==> config.mk <==
export PLATFORM = sky130hd
export DESIGN_NAME = char_lcd_nibble_write_engine_flat
export DESIGN_NICKNAME = d
export VERILOG_FILES = /design/src/rtl/clcd_pkg.sv /design/src/rtl/clcd_stream_if.sv /design/src/rtl/clcd_bin2bcd.sv /design/src/rtl/clcd_nibble_tx.sv /design/src/rtl/char_lcd_nibble_write_engine.sv /design/src/flat_wrapper.sv
export SDC_FILE = /design/constraint.sdc
export NUM_CORES = 1
export LEC_CHECK = 0
export BUFFER_PORTS_ARGS = -buffer_cell sky130_fd_sc_hd__clkbuf_2
export CAP_MARGIN = 15
export CORE_MARGIN = 4
export CORE_UTILIZATION = 65
export CTS_CLUSTER_SIZE = 40
export DETAILED_ROUTE_END_ITERATION = 7
export GPL_TIMING_DRIVEN = 0
export PLACE_DENSITY = 0.86
export SLEW_MARGIN = 15
export SYNTH_ARGS = -nofsm -noshare
export SYNTH_HDL_FRONTEND = slang
export SYNTH_SLANG_ARGS = --single-unit
==> constraint.sdc <==
create_clock -name clk -period 10.3 [get_ports clk]
set_clock_uncertainty 0.05 [all_clocks]
set_input_delay 1.03 -clock clk [delete_from_list [all_inputs] [get_ports clk]]
set_output_delay 1.03 -clock clk [all_outputs]
set_load 0.1 [all_outputs]
==> src/rtl/clcd_pkg.sv <==
// Package: payload types, mode codes and command tables of the LCD nibble writer.
package clcd_pkg;

  localparam int VALUE_W    = 32;
  localparam int BITCNT_W   = 5;
  localparam int INT_DIGITS = 10;
  localparam int INIT_LEN   = 7;

  localparam logic [2:0] MODE_DATA   = 3'd0;
  localparam logic [2:0] MODE_CMD    = 3'd1;
  localparam logic [2:0] MODE_CURSOR = 3'd2;
  localparam logic [2:0] MODE_INT    = 3'd3;
  localparam logic [2:0] MODE_INIT   = 3'd4;

  localparam logic [7:0] ASCII_ZERO = 8'h30;
  localparam logic [7:0] CURSOR_CMD = 8'h80;

  typedef struct packed {
    logic [2:0]         mode;
    logic [VALUE_W-1:0] value;
    logic [2:0]         row;
    logic [4:0]         column;
  } clcd_in_t;

  typedef struct packed {
    logic       reg_select;
    logic [3:0] nibble;
    logic       last;
  } clcd_out_t;

  typedef struct packed {
    logic       valid;
    logic       rs;
    logic [7:0] data;
    logic       last;
  } tx_req_t;

  function automatic logic [7:0] init_byte(input logic [2:0] idx);
    logic [7:0] b;
    unique case (idx)
      3'd0:    b = 8'h03;
      3'd1:    b = 8'h03;
      3'd2:    b = 8'h02;
      3'd3:    b = 8'h28;
      3'd4:    b = 8'h01;
      3'd5:    b = 8'h0C;
      3'd6:    b = 8'h06;
      default: b = 8'h00;
    endcase
    return b;
  endfunction

  function automatic logic [6:0] row_base(input logic [1:0] row);
    logic [6:0] b;
    unique case (row)
      2'd0: b = 7'h00;
      2'd1: b = 7'h40;
      2'd2: b = 7'h14;
      2'd3: b = 7'h54;
    endcase
    return b;
  endfunction

endpackage

==> src/rtl/clcd_stream_if.sv <==
// Interface: valid/ready channel with a typed payload.
interface clcd_stream_if #(parameter type payload_t = logic);
  logic     valid;
  logic     ready;
  payload_t data;

  modport source(output valid, output data, input ready);
  modport sink(input valid, input data, output ready);
endinterface

==> src/rtl/clcd_bin2bcd.sv <==
// Bit-serial binary to BCD converter (shift and add-3), one input bit per cycle.
module clcd_bin2bcd
  import clcd_pkg::*;
#(
  parameter int DIGITS = 10
) (
  input  logic                        clk,
  input  logic                        rst_n,
  input  logic                        start,
  input  logic [VALUE_W-1:0]          value,
  output logic                        done,
  output logic [DIGITS-1:0][3:0]      digits,
  output logic [((DIGITS > 1) ? $clog2(DIGITS) : 1)-1:0] msd_idx
);

  localparam int IDX_W = (DIGITS > 1) ? $clog2(DIGITS) : 1;

  logic                   busy_r;
  logic                   done_r;
  logic                   ovf_r;
  logic [BITCNT_W-1:0]    bitcnt_r;
  logic [VALUE_W-1:0]     sh_r;
  logic [DIGITS-1:0][3:0] bcd_r;
  logic [DIGITS-1:0][3:0] corr;
  logic [4*DIGITS:0]      wide;
  logic [DIGITS-1:0][3:0] bcd_nxt;
  logic [IDX_W-1:0]       msd;

  always_comb begin
    for (int i = 0; i < DIGITS; i++) begin
      corr[i] = (bcd_r[i] >= 4'd5) ? (bcd_r[i] + 4'd3) : bcd_r[i];
    end
    wide    = {corr, sh_r[VALUE_W-1]};
    bcd_nxt = wide[4*DIGITS-1:0];
  end

  // digits dropped above the kept range still count as present
  always_comb begin
    msd = '0;
    for (int i = 0; i < DIGITS; i++) begin
      if (bcd_r[i] != 4'd0) msd = IDX_W'(i);
    end
    if (ovf_r) msd = IDX_W'(DIGITS - 1);
  end

  always_ff @(posedge clk) begin
    if (!rst_n) begin
      busy_r   <= 1'b0;
      done_r   <= 1'b0;
      bitcnt_r <= '0;
    end else begin
      done_r <= 1'b0;
      if (start) begin
        busy_r   <= 1'b1;
        bitcnt_r <= '0;
        sh_r     <= value;
        bcd_r    <= '0;
        ovf_r    <= 1'b0;
      end else if (busy_r) begin
        sh_r     <= {sh_r[VALUE_W-2:0], 1'b0};
        bcd_r    <= bcd_nxt;
        ovf_r    <= ovf_r | wide[4*DIGITS];
        bitcnt_r <= bitcnt_r + 1'b1;
        if (bitcnt_r == BITCNT_W'(VALUE_W - 1)) begin
          busy_r <= 1'b0;
          done_r <= 1'b1;
        end
      end
    end
  end

  assign done    = done_r;
  assign digits  = bcd_r;
  assign msd_idx = msd;

endmodule

==> src/rtl/clcd_nibble_tx.sv <==
// Byte to nibble serializer: high nibble then low nibble, held in an output register.
module clcd_nibble_tx
  import clcd_pkg::*;
(
  input  logic          clk,
  input  logic          rst_n,
  input  tx_req_t       req,
  output logic          req_ready,
  clcd_stream_if.source out_chan
);

  logic       busy_r;
  logic       half_r;
  logic       rs_r;
  logic       last_r;
  logic [7:0] data_r;

  assign req_ready = !busy_r;

  always_ff @(posedge clk) begin
    if (!rst_n) begin
      busy_r <= 1'b0;
      half_r <= 1'b0;
    end else if (!busy_r) begin
      if (req.valid) begin
        busy_r <= 1'b1;
        half_r <= 1'b0;
        rs_r   <= req.rs;
        last_r <= req.last;
        data_r <= req.data;
      end
    end else if (out_chan.ready) begin
      data_r <= {data_r[3:0], 4'h0};
      half_r <= 1'b1;
      if (half_r) busy_r <= 1'b0;
    end
  end

  assign out_chan.valid           = busy_r;
  assign out_chan.data.reg_select = rs_r;
  assign out_chan.data.nibble     = data_r[7:4];
  assign out_chan.data.last       = last_r & half_r;

endmodule

==> src/rtl/char_lcd_nibble_write_engine.sv <==
// Top level: request sequencer of the character LCD nibble write engine.
//
// in_chan carries one request (mode, value, row, column); out_chan carries
// one nibble transaction per LCD bus write (reg_select, nibble, last), high
// nibble of each byte first. cfg_chan writes pad_single_digit; it is always
// ready and should only be written while no request is in flight.
// A request is taken only while the sequencer is idle. For each byte the
// nibble serializer is loaded, then sends the high and the low nibble.
// Data char, command and cursor: one byte per request. Init: 7 bytes.
// Print integer: the bit-serial BCD converter runs first, then one byte
// per emitted digit, at most 10 bytes. Unused modes and cursor positions
// out of range produce nothing and leave the block ready at once.
// A stall on out_chan holds the current nibble in the output register and
// stalls the sequencer; nothing is dropped. Reset clears the sequencer
// state, counters and busy flags (not mode_r and byte_r) and sets
// pad_single_digit to 1.
module char_lcd_nibble_write_engine
  import clcd_pkg::*;
#(
  parameter int ROWS       = 4,
  parameter int COLUMNS    = 20,
  parameter int MAX_DIGITS = 10
) (
  input  logic          clk,
  input  logic          rst_n,
  clcd_stream_if.sink   in_chan,
  clcd_stream_if.source out_chan,
  clcd_stream_if.sink   cfg_chan
);

  localparam int DIGITS = (MAX_DIGITS < INT_DIGITS) ? MAX_DIGITS : INT_DIGITS;
  localparam int IDX_W  = (DIGITS > 1) ? $clog2(DIGITS) : 1;
  localparam int CNT_W  = (IDX_W > 3) ? IDX_W : 3;

  typedef enum logic [1:0] {S_IDLE, S_CONV, S_EMIT} state_t;

  state_t             state_r;
  logic [2:0]         mode_r;
  logic [7:0]         byte_r;
  logic               pad_r;
  logic               cfg_pad_r;
  logic [CNT_W-1:0]   cnt_r;

  clcd_in_t               item;
  logic                   accept;
  logic                   cursor_ok;
  logic [7:0]             cursor_byte;
  logic [7:0]             sum;
  logic                   conv_done;
  logic [DIGITS-1:0][3:0] digits;
  logic [IDX_W-1:0]       msd_idx;
  tx_req_t                req;
  logic                   req_ready;

  assign item           = in_chan.data;
  assign in_chan.ready  = (state_r == S_IDLE);
  assign accept         = in_chan.valid && in_chan.ready;
  assign cfg_chan.ready = 1'b1;

  always_comb begin
    cursor_ok   = (32'(item.row) < ROWS) && (item.row < 3'd4)
                  && (32'(item.column) < COLUMNS);
    sum         = {1'b0, row_base(item.row[1:0])} + {3'b000, item.column};
    cursor_byte = CURSOR_CMD | {1'b0, sum[6:0]};
  end

  clcd_bin2bcd #(.DIGITS(DIGITS)) u_bcd (
    .clk     (clk),
    .rst_n   (rst_n),
    .start   (accept && (item.mode == MODE_INT)),
    .value   (item.value),
    .done    (conv_done),
    .digits  (digits),
    .msd_idx (msd_idx)
  );

  always_comb begin
    req.valid = (state_r == S_EMIT);
    req.rs    = 1'b0;
    req.data  = byte_r;
    req.last  = 1'b1;
    unique case (mode_r)
      MODE_DATA: req.rs = 1'b1;
      MODE_INT: begin
        req.rs = 1'b1;
        if (pad_r) begin
          req.data = ASCII_ZERO;
          req.last = 1'b0;
        end else begin
          req.data = ASCII_ZERO | {4'h0, digits[cnt_r[IDX_W-1:0]]};
          req.last = (cnt_r == '0);
        end
      end
      MODE_INIT: begin
        req.data = init_byte(cnt_r[2:0]);
        req.last = (cnt_r == CNT_W'(INIT_LEN - 1));
      end
      default: ;
    endcase
  end

  clcd_nibble_tx u_tx (
    .clk       (clk),
    .rst_n     (rst_n),
    .req       (req),
    .req_ready (req_ready),
    .out_chan  (out_chan)
  );

  always_ff @(posedge clk) begin
    if (!rst_n) begin
      state_r   <= S_IDLE;
      cfg_pad_r <= 1'b1;
      pad_r     <= 1'b0;
      cnt_r     <= '0;
    end else begin
      if (cfg_chan.valid) cfg_pad_r <= cfg_chan.data;
      unique case (state_r)
        S_IDLE: begin
          if (accept) begin
            mode_r <= item.mode;
            byte_r <= item.value[7:0];
            cnt_r  <= '0;
            pad_r  <= cfg_pad_r && (item.value < VALUE_W'(10));
            unique case (item.mode)
              MODE_DATA, MODE_CMD, MODE_INIT: state_r <= S_EMIT;
              MODE_CURSOR: begin
                byte_r <= cursor_byte;
                if (cursor_ok) state_r <= S_EMIT;
              end
              MODE_INT: state_r <= S_CONV;
              default: ;
            endcase
          end
        end
        S_CONV: begin
          if (conv_done) begin
            cnt_r   <= CNT_W'(msd_idx);
            state_r <= S_EMIT;
          end
        end
        S_EMIT: begin
          if (req_ready) begin
            if (req.last) begin
              state_r <= S_IDLE;
            end else if (mode_r == MODE_INIT) begin
              cnt_r <= cnt_r + 1'b1;
            end else if (pad_r) begin
              pad_r <= 1'b0;
            end else begin
              cnt_r <= cnt_r - 1'b1;
            end
          end
        end
        default: state_r <= S_IDLE;
      endcase
    end
  end

endmodule

==> src/flat_wrapper.sv <==
// flat-port wrapper written by rule: the top's interface ports become plain ports
module char_lcd_nibble_write_engine_flat import clcd_pkg::*;
#(
  parameter int ROWS       = 4,
  parameter int COLUMNS    = 20,
  parameter int MAX_DIGITS = 10
)
  (clk, rst_n, in_chan_valid, in_chan_data, in_chan_ready, out_chan_valid, out_chan_data, out_chan_ready, cfg_chan_valid, cfg_chan_data, cfg_chan_ready);
  clcd_stream_if #(.payload_t(clcd_in_t)) in_chan_i ();
  clcd_stream_if #(.payload_t(clcd_out_t)) out_chan_i ();
  clcd_stream_if #(.payload_t(logic)) cfg_chan_i ();
  input  logic clk;
  input  logic rst_n;
  input wire logic [$bits(in_chan_i.valid)-1:0] in_chan_valid;
  input wire logic [$bits(in_chan_i.data)-1:0] in_chan_data;
  output wire logic [$bits(in_chan_i.ready)-1:0] in_chan_ready;
  output wire logic [$bits(out_chan_i.valid)-1:0] out_chan_valid;
  output wire logic [$bits(out_chan_i.data)-1:0] out_chan_data;
  input wire logic [$bits(out_chan_i.ready)-1:0] out_chan_ready;
  input wire logic [$bits(cfg_chan_i.valid)-1:0] cfg_chan_valid;
  input wire logic [$bits(cfg_chan_i.data)-1:0] cfg_chan_data;
  output wire logic [$bits(cfg_chan_i.ready)-1:0] cfg_chan_ready;
  assign in_chan_i.valid = in_chan_valid;
  assign in_chan_i.data = in_chan_data;
  assign in_chan_ready = in_chan_i.ready;
  assign out_chan_valid = out_chan_i.valid;
  assign out_chan_data = out_chan_i.data;
  assign out_chan_i.ready = out_chan_ready;
  assign cfg_chan_i.valid = cfg_chan_valid;
  assign cfg_chan_i.data = cfg_chan_data;
  assign cfg_chan_ready = cfg_chan_i.ready;
  char_lcd_nibble_write_engine #(.ROWS(ROWS), .COLUMNS(COLUMNS), .MAX_DIGITS(MAX_DIGITS)) u_core (.clk(clk), .rst_n(rst_n), .in_chan(in_chan_i), .out_chan(out_chan_i), .cfg_chan(cfg_chan_i));
endmodule
Yosys cells after proc, flatten, opt, wreduce, memory -nomap -nowiden
Cells that the tools add are included.

word-level totals
  register bits after elaboration = 111
  latch bits = 0
  bits in writable memories = 0
  bits in read-only memories = 0
  input port bits = 49
  memories = 0

operators by class
  add/sub/neg operators = 14
  multipliers = 0
  divide/modulo/power cells = 0
  $lt $le $gt $ge = 15
  eq/ne operators = 29
  shifts and indexed selects = 0
  muxes and demuxes = 65
  bitwise operators = 5
  reduce and logical (&&, ||, !) cells = 37

operator list
  kind                                                                                 number
  4-bit two-way mux                                                                    26
  32-bit two-way mux                                                                   2
  4-bit by 2-bit adder with 4-bit output, second input constant                        10
  4-bit by 3-bit greater-or-equal comparator with 1-bit output, second input constant  10
  40-bit two-way mux                                                                   1
  6-bit one-hot mux with 6 select lines                                                1
  4-bit nonzero test                                                                   9
  32-bit by 4-bit < comparator with 1-bit output, second input constant                1
  7-bit one-hot mux with 4 select lines                                                1
  8-bit two-way mux                                                                    3
  1-bit two-way mux                                                                    18
  9-bit one-hot mux with 2 select lines                                                1
  4-bit binary-select mux with 4-bit select                                            1
  3-bit by 2-bit equality test with 1-bit output, second input constant                5
  3-bit equality test, second input constant                                           5
  2-bit inequality test, second input constant                                         7
  2-bit one-hot mux with 3 select lines                                                2
  4-bit one-hot mux with 3 select lines                                                1
  6-bit AND reduction                                                                  2
  2-bit two-way mux                                                                    5
  3-bit zero test                                                                      3
  3-bit AND reduction                                                                  3
  7-bit by 5-bit adder with 7-bit output                                               1
  7-bit two-way mux                                                                    1
  other kinds (27)                                                                     46

Longest topological paths before layout
Gate-level depths: netlist of run 1.

  depth in word-level cells = 13
  mapped depth = 8
  mapped depth without buffers = 7

Hierarchy
Synthesis of run 1 repeated with hierarchy kept, for this count alone.

second synthesis, totals
  cells, all modules = 562
  area total of the unflattened synthesis = 6,444.9 um^2

modules (own cells, without submodules)
  module                        times used  cells each  area each (um^2)  sequential area each (um^2)
  clcd_bin2bcd                  1           338         4,068.9           2,332.2
  char_lcd_nibble_write_engine  1           188         1,845.5           490.5
  clcd_nibble_tx                1           36          530.5             340.3

Least setup slack after synthesis of run 1
No wires, ideal clock.

  path type = register to register
  start = register u_core.state_r[0]
  end = register u_core.u_bcd.bcd_r, in the netlist u_core.u_bcd.digits[0], enable pin
  setup time = 0.437 ns
  arrival time = 3.564 ns
  data required time = 9.813 ns
  slack = 6.248 ns
  cell stages (with the launch flop) = 7
  cell sequence = dfxtp_1 > inv_1 > ha_1 > and3_1 > clkbuf_1 > buf_2 > o21a_1

between the ends
  longest elaborated chain between the ends = 5

ends and longest elaborated chain
  element                               RTL line                             source
  start: declaration                    char_lcd_nibble_write_engine.sv:37   state_t state_r;
  start signal: assignment              char_lcd_nibble_write_engine.sv:112  state_r <= S_IDLE;
  start signal: assignment              char_lcd_nibble_write_engine.sv:126  MODE_DATA, MODE_CMD, MODE_INIT: state_r <= S_EMIT;
  start signal: assignment              char_lcd_nibble_write_engine.sv:129  if (cursor_ok) state_r <= S_EMIT;
  2-bit zero test                       char_lcd_nibble_write_engine.sv:56   assign in_chan.ready = (state_r == S_IDLE);
  named net in_chan_ready               flat_wrapper.sv:16                   output wire logic [$bits(in_chan_i.ready)-1:0] in_chan_ready;
  1-bit logical AND                     char_lcd_nibble_write_engine.sv:57   assign accept = in_chan.valid && in_chan.ready;
  1-bit logical AND                     char_lcd_nibble_write_engine.sv:70   .start (accept && (item.mode == MODE_INT)),
  2-bit nonzero test (no source line)   -
  2-bit AND reduction (no source line)  -
  end signal: assignment                clcd_bin2bcd.sv:61                   bcd_r <= bcd_nxt;
  end: declaration                      clcd_bin2bcd.sv:23                   logic [DIGITS-1:0][3:0] bcd_r;

The timed path passes the listed nets, and every way through them passes these cells.
A chain may end at the register's enable or synchronous reset.

Worst setup path after layout of run 1
  start = input in_chan_data[42]
  end = register u_core.u_bcd.bcd_r, in the netlist u_core.u_bcd.digits[17], enable pin

between the ends
  longest elaborated chain between the ends = 4

ends and longest elaborated chain
  element                                         RTL line                            source
  start: declaration                              flat_wrapper.sv:15                  input wire logic [$bits(in_chan_i.data)-1:0] in_chan_data;
  3-bit by 2-bit equality test with 1-bit output  char_lcd_nibble_write_engine.sv:70
  1-bit logical AND                               char_lcd_nibble_write_engine.sv:70
  2-bit nonzero test (no source line)             -
  2-bit AND reduction (no source line)            -

No other way between the ends.

==> results by group, run 1 <==
Cells and area
  • Finished Layout Cells: between 700 and 800
  • Filler Cells Inserted: roughly 630
  • Antenna Cells: 0
  • Layout cells sized above 1: 22.50%
  • Synthesis-to-finish area growth: 10.79%
  • Final Net Count: about 720
  • Final instance area: slightly above 7000 um2

Synth
  • Post-Syn Instances: between 500 and 600
  • Synth top area share: around 44%
  • Number of flops mapped to enable cells by yosys: 94
  • Syn avg cell area: about 11 um2
  • Distinct cells, synth: 61
  • Syn_nets: 650
  • Post-synth top area cell: edfxtp_1
  • Part of the Yosys area used for sequential elements: 49.77%
  • Yosys reg bits: 111
  • Warnings from Yosys: 0
  • Post-Syn Area: 6355 um2
  • Synth Flop Type: edfxtp_1
  • Largest cells by area after synthesis: edfxtp_1 44%, mux2_2 6.6%, ha_1 6.3%, dfxtp_1 5.4%, nor2_1 3.4%
  • FFs w/ async S/R, synth: 0%

Clocking
  • Longest Clk Path Bufs: 2
  • CTS clk-pin slew, worst paths: around 120 ps
  • Worst-skew pair later-pin latency: between 300 and 400 ps
  • Clock sinks: around 110
  • Postcts setup bufs: 0
  • Root Driver: clkbuf_8
  • PostCTS Resize Cnt: 0
  • Htree depth: 3
  • CTS Buf Count: 9
  • Post-CTS Hold Buffers: 0
  • TritonCTS clock tree: done

Global routing
  • Most used routing layer in global routing: met2
  • First-pass GRT wire length: about 22,000 um
  • Met3 Use GR: under 10%
  • Largest net degree at the start of global routing: between 40 and 50
  • Global-route met1 utilization: ~31%
  • GRT Total Usage: a little under a quarter
  • Number of global-route vias before repair: 4,504
  • GRT Residual Overflow: 0
  • Met2 Use GR: between 40% and 50%
  • Initial antenna violation count: 0

Setup path
  • Crit Path Category: in2reg
  • Crit path DAT: 2840 ps
  • Critical Path RT: ~10,000 ps
  • CP Max Fanout: 41
  • Startpoint types: primary input
  • CP endpoint kind: register

Floorplan
  • Top-Level Pins: 58
  • Die span in y: approximately 110 um
  • Core Area: ~9400 um2
  • Die Area: around 11,000 um2
  • Initial Util: around two thirds
  • Die Wd: about 110 um
  • Row count: 35

Place
  • Port bufs: 55
  • Post-DP HPWL: approximately 10000 um
  • Routability Congestion: just under 0.9
  • Cell Area, Placed: slightly below 7000 um2
  • Dpl ws: approximately 7100 ps
  • Placed Cells: around 750

Timing
  • Final setup vio count: 0
  • Worst slew pin tran: around 1100 ps
  • Min Tclk post-route: ~2800 ps
  • Highest clock rate: between 300 and 400 MHz
  • Max-slew headroom: ~28%
  • Setup TNS Final: 0 ps
  • Final Max Tran Viols: 0
  • Hold Fails Final Rpt: 0
  • RSZ-0062 raised after global routing: no
  • Final worst-path cycle share: between 20 and 30%
  • Final WS setup: roughly 7500 ps

Drt
  • Post-route DRC: 0
  • DRT Pass-1 Iters: 5
  • Antenna-violating nets left: 0
  • Vias: approximately 4,600
  • Vias per inst: ~6
  • Per-cell routed wire length: ~18 um
  • Drt total wl: between 10,000 and 15,000 um
  • Drt initial violations: roughly 360

Power and ir drop
  • Post-route total power: 0.0009923 W
  • Pwr dens: 140.9 nW/um2
  • LEAKAGE: ~2.6 nW
  • VDD IR max: roughly 0.00009 V

Flow run
  • Max cap viols: 0

Worst hold path
  • Tightest Hold Check Type: reg2reg

Run status
  • Outcome: finished, final reports clean
-- flip-flops by register name, indices dropped and copies added, names as in the netlist --
register                    flops
u_core.u_tx.last_r              1
u_core.u_tx.data_r              8
u_core.byte_r                   8
u_core.u_bcd.busy_r             1
u_core.u_bcd.done               1
u_core.u_bcd.bitcnt_r           5
u_core.cfg_pad_r                1
u_core.u_tx.out_chan.valid      1
u_core.u_bcd.digits            40
u_core.u_tx.rs_r                1
u_core.pad_r                    1
u_core.mode_r                   3
u_core.u_bcd.sh_r              32
u_core.u_tx.half_r              1
u_core.state_r                  2
u_core.cnt_r                    4
u_core.u_bcd.ovf_r              1
-- report_power, final --
| part | internal, W | total [W] | switching, W |
|---|---|---|---|
| registers | 0.000513 | 0.000525 | 0.0000124 |
| logic | 0.0000619 | 0.000180 | 0.000118 |
| clock network | 0.000121 | 0.000287 | 0.000167 |
-- critical path, cell delays in order --
cell and delay [ps]:
clkbuf_2 130, and3b_1 270, and3_1 190, clkbuf_1 150, buf_2 260, o21a_4 470, buf_12 310
-- cell type report --
cell class                      count  area (um2)  area share (%)
Sequential cell                   111        3163           44.93
Clock buffer                        9       123.9           1.759
Timing Repair Buffer               56       295.3           4.194
Buffer                             29       148.9           2.115
Clock inverter                      7       97.59           1.386
Multi-Input combinational cell    396        2918           41.44
Tap cell                          129       161.4           2.293
Inverter                           32       132.6           1.884
-- layout by cell type, fill, tap and decap left out, types with 3 or more instances in the layout --
| master | instances |
|---|---|
| xor2_1 | 14 |
| nor4_1 | 5 |
| a32oi_1 | 4 |
| and3_1 | 4 |
| inv_8 | 3 |
| nor2b_1 | 3 |
| clkbuf_1 | 9 |
| mux2_2 | 37 |
| edfxtp_1 | 94 |
| mux2i_1 | 11 |
| a21oi_1 | 39 |
| ha_1 | 32 |
| buf_4 | 6 |
| buf_1 | 5 |
| nand2_1 | 46 |
| o21ai_0 | 25 |
| mux4_2 | 8 |
| nand3_1 | 5 |
| inv_1 | 31 |
| dfxtp_1 | 17 |
| a21o_1 | 4 |
| xnor2_1 | 15 |
| buf_2 | 8 |
| clkbuf_2 | 55 |
| nor3b_1 | 8 |
| nor3_1 | 11 |
| nand2b_1 | 13 |
| and2_1 | 3 |
| nor2_1 | 57 |
| o211ai_1 | 5 |
| clkbuf_8 | 9 |
| nor4b_1 | 3 |
| nand4_1 | 3 |
| a211oi_1 | 4 |
| a31oi_1 | 3 |
-- final timing paths --
path / startpoint / endpoint / slack (ps) / cells after the start
worst min-delay path: u_core.u_tx.half_r / u_core.u_tx.out_chan.valid / 460 / 1
worst max-delay path: in_chan_data[42] / u_core.u_bcd.digits[17] / 7470 / 7
worst max register to register: u_core.state_r[0] / u_core.u_bcd.digits[17] / 7780 / 7
worst min register to register: u_core.u_tx.half_r / u_core.u_tx.out_chan.valid / 460 / 1
-- cells by family after synthesis --
group | after synthesis | share of synthesized area [%]
DFF | 111 | 49.77
buffers and inverters | 61 | 4.430
other | 1 | 0.05901
and+or+nand+nor | 175 | 13.80
AOI/OAI and AO/OA | 102 | 10.20
muxes | 56 | 11.12
adders and majority gates | 33 | 6.615
xor gates and xnor gates | 29 | 3.997
-- cells in the mapped netlist, drive strengths merged (2+ instances only) --
master and count:
edfxtp 94, nor2 57, nand2 47, a21oi 39, mux2 37, ha 32
inv 31, o21ai 25, buf 20, dfxtp 17, xnor2 15, xor2 14
nand2b 13, mux2i 11, nor3 11, clkbuf 9, nor3b 9, mux4 8
a32oi 5, nand3 5, nor4 5, o211ai 5, a211oi 4, a21o 4
and3 4, nand4 4, a31oi 3, and2 3, nor2b 3, nor4b 3
o21a 3, or3b 3, a21boi 2, a221o 2, o2111ai 2, or3 2
-- routing by layer --
metal	up-vias	share of wire, %	wire length (um)
met5	-	0	0
met4	0	2.0	273
met3	29	5.5	746
met2	183	51	7001
met1	2188	41	5610
li1	2193	-	-
-- metrics by stage --
stage                     hold WS (ps)  util (%)
after detailed placement         431.9     72.76
after CTS                        447.8     75.13
after floorplan                  378.5         -
after global placement           409.8     72.47
after global routing             488.1     75.13
final                            462.4     75.13
Note: power is estimated with default switching activity, not from simulation.
==> run 2: changes to the inputs <==
Settings changed: CORE_UTILIZATION 65 to 60, PLACE_DENSITY 0.86 to 0.8.
Clock period 10.3 ns to 2.95 ns, I/O delays scaled along.
==> results by group, run 2 (synthesized netlist as in run 1, its figures left out) <==
Run status
  • Outcome: finished, final reports clean

Flow run
  • Max cap viols: 0

Global routing
  • Largest net degree at the start of global routing: 75
  • Number of global-route vias before repair: approximately 4,600
  • GRT Residual Overflow: 0
  • Initial antenna violation count: 0
  • First-pass GRT wire length: ~22,000 um
  • GRT Total Usage: 22.07%

Place
  • Routability Congestion: around 0.86
  • Port bufs: 55
  • Post-DP HPWL: 9785 um

Setup path
  • CP endpoint kind: register
  • R2R depth: 6
  • Crit Path Category: reg2reg
  • Startpoint types: register
  • CP Max Fanout: 74
  • Critical Path RT: approximately 2900 ps
  • Crit path DAT: between 2000 and 3000 ps

Clocking
  • Root Driver: clkbuf_8
  • CTS clk-pin slew, worst paths: roughly 120 ps
  • TritonCTS clock tree: done
  • CTS Buf Count: 9
  • Clock sinks: around 110
  • PostCTS Resize Cnt: 0
  • Worst-skew pair later-pin latency: approximately 380 ps
  • Postcts setup bufs: 0
  • Post-CTS Hold Buffers: 0
  • Htree depth: 3
  • Longest Clk Path Bufs: 2

Floorplan
  • Initial Util: a little over 60%
  • Row count: 37
  • Top-Level Pins: 58
  • Die Area: around 12,000 um2
  • Die span in y: 110.9 um
  • Die Wd: roughly 110 um
  • Core Area: about 10,000 um2

Worst hold path
  • Worst hold stages: 1
  • Tightest Hold Check Type: in2reg

Timing
  • Hold Fails Final Rpt: 0
  • Hold WS: 70.41 ps
  • Final setup vio count: 0
  • Final Max Tran Viols: 0
  • RSZ-0062 raised after global routing: no
  • Setup TNS Final: 0 ps
  • Final worst-path cycle share: 90.39%
  • Min Tclk post-route: between 2000 and 3000 ps
  • Max-slew headroom: 23.81%
  • Highest clock rate: between 300 and 400 MHz
  • Worst slew pin tran: 1133 ps

Drt
  • Highest metal used: met4
  • Vias: roughly 4,600
  • Per-cell routed wire length: ~17 um
  • Met2 WL: 6620 um
  • Metal3 WL: 677 um
  • Vias per inst: 5.895
  • Drt initial violations: about 290
  • M1 wire length: between 5000 and 6000 um
  • Drt total wl: ~13,000 um
  • DRT Pass-1 Iters: 5
  • Antenna-violating nets left: 0
  • Post-route DRC: 0

Cells and area
  • Synthesis-to-finish area growth: 10.34%
  • Most common cell after layout, fill and taps aside: edfxtp_1
  • Max FFs per register: 40
  • Layout cells sized above 1: roughly 22%
  • Final Net Count: 716
  • Commonest non-fill, non-tap cells in the layout: 94 x edfxtp_1, 57 x nor2_1, 55 x clkbuf_2, 46 x nand2_1, 39 x a21oi_1
  • Antenna Cells: 0

Power and ir drop
  • Pwr dens: 484.1 nW/um2
  • VDD IR max: approximately 0.00029 V
  • LEAKAGE: between 2 and 3 nW
## run 2: cell count changes in the layout (fill, tap and decap cells not counted), sizes merged
cell / previous run / this run
inv: 34 / 35
buf: 21 / 20
clkinv: 4 / 3
clkinvlp: 0 / 1
bufinv: 1 / 0
## run 2: worst paths after layout
path                      start                       to  slack (ps)
max           u_core.state_r[1]  u_core.u_bcd.digits[31]         280
min reg2reg  u_core.u_tx.half_r       u_core.u_tx.half_r         470
max reg2reg   u_core.state_r[1]  u_core.u_bcd.digits[31]         280
min            in_chan_data[41]         u_core.mode_r[1]          70
## run 2: critical path, stage by stage, from the launching register on
cell and delay (ps):
dfxtp_1 360, inv_1 90, ha_1 280, and3_1 210
clkbuf_1 160, buf_2 270, o21a_4 830
## run 2: power breakdown
| part | switching, W | internal, W | total (W) |
|---|---|---|---|
| Combinational | 0.000409 | 0.000214 | 0.000622 |
| Sequential | 0.0000434 | 0.00179 | 0.00183 |
| Clock | 0.000598 | 0.000340 | 0.000938 |
## run 2: final cells by class
| cell class | count | area [um2] |
|---|---|---|
| Timing Repair Buffer | 55 | 275.3 |
| Tap cell | 136 | 170.2 |
| Inverter | 32 | 132.6 |
| Clock buffer | 9 | 123.9 |
| Clock inverter | 7 | 80.08 |
| Multi-Input combinational cell | 396 | 2918 |
| Sequential cell | 111 | 3163 |
| Fill cell | 747 | 3312 |
| Buffer | 29 | 148.9 |
## run 2: layer usage
layer	GRT usage, %	vias up
li1	-	2188
met1	29.67	2207
met2	36.81	153
met3	3.330	21
met4	7.307	0
met5	0	-
## run 2: stage by stage
stage	utilization [%]	cells	cell area [um2]	setup slack (ps)	total power, W
global placement	65.94	759	6808	343.3	0.002463
detailed placement	65.94	759	6808	295.6	0.002485
global route	67.92	775	7012	59.17	0.003538
floorplan	-	568	6362	20.02	0.002326
finish	67.92	775	7012	283.5	0.003394
CTS	67.92	775	7012	277.5	0.003398
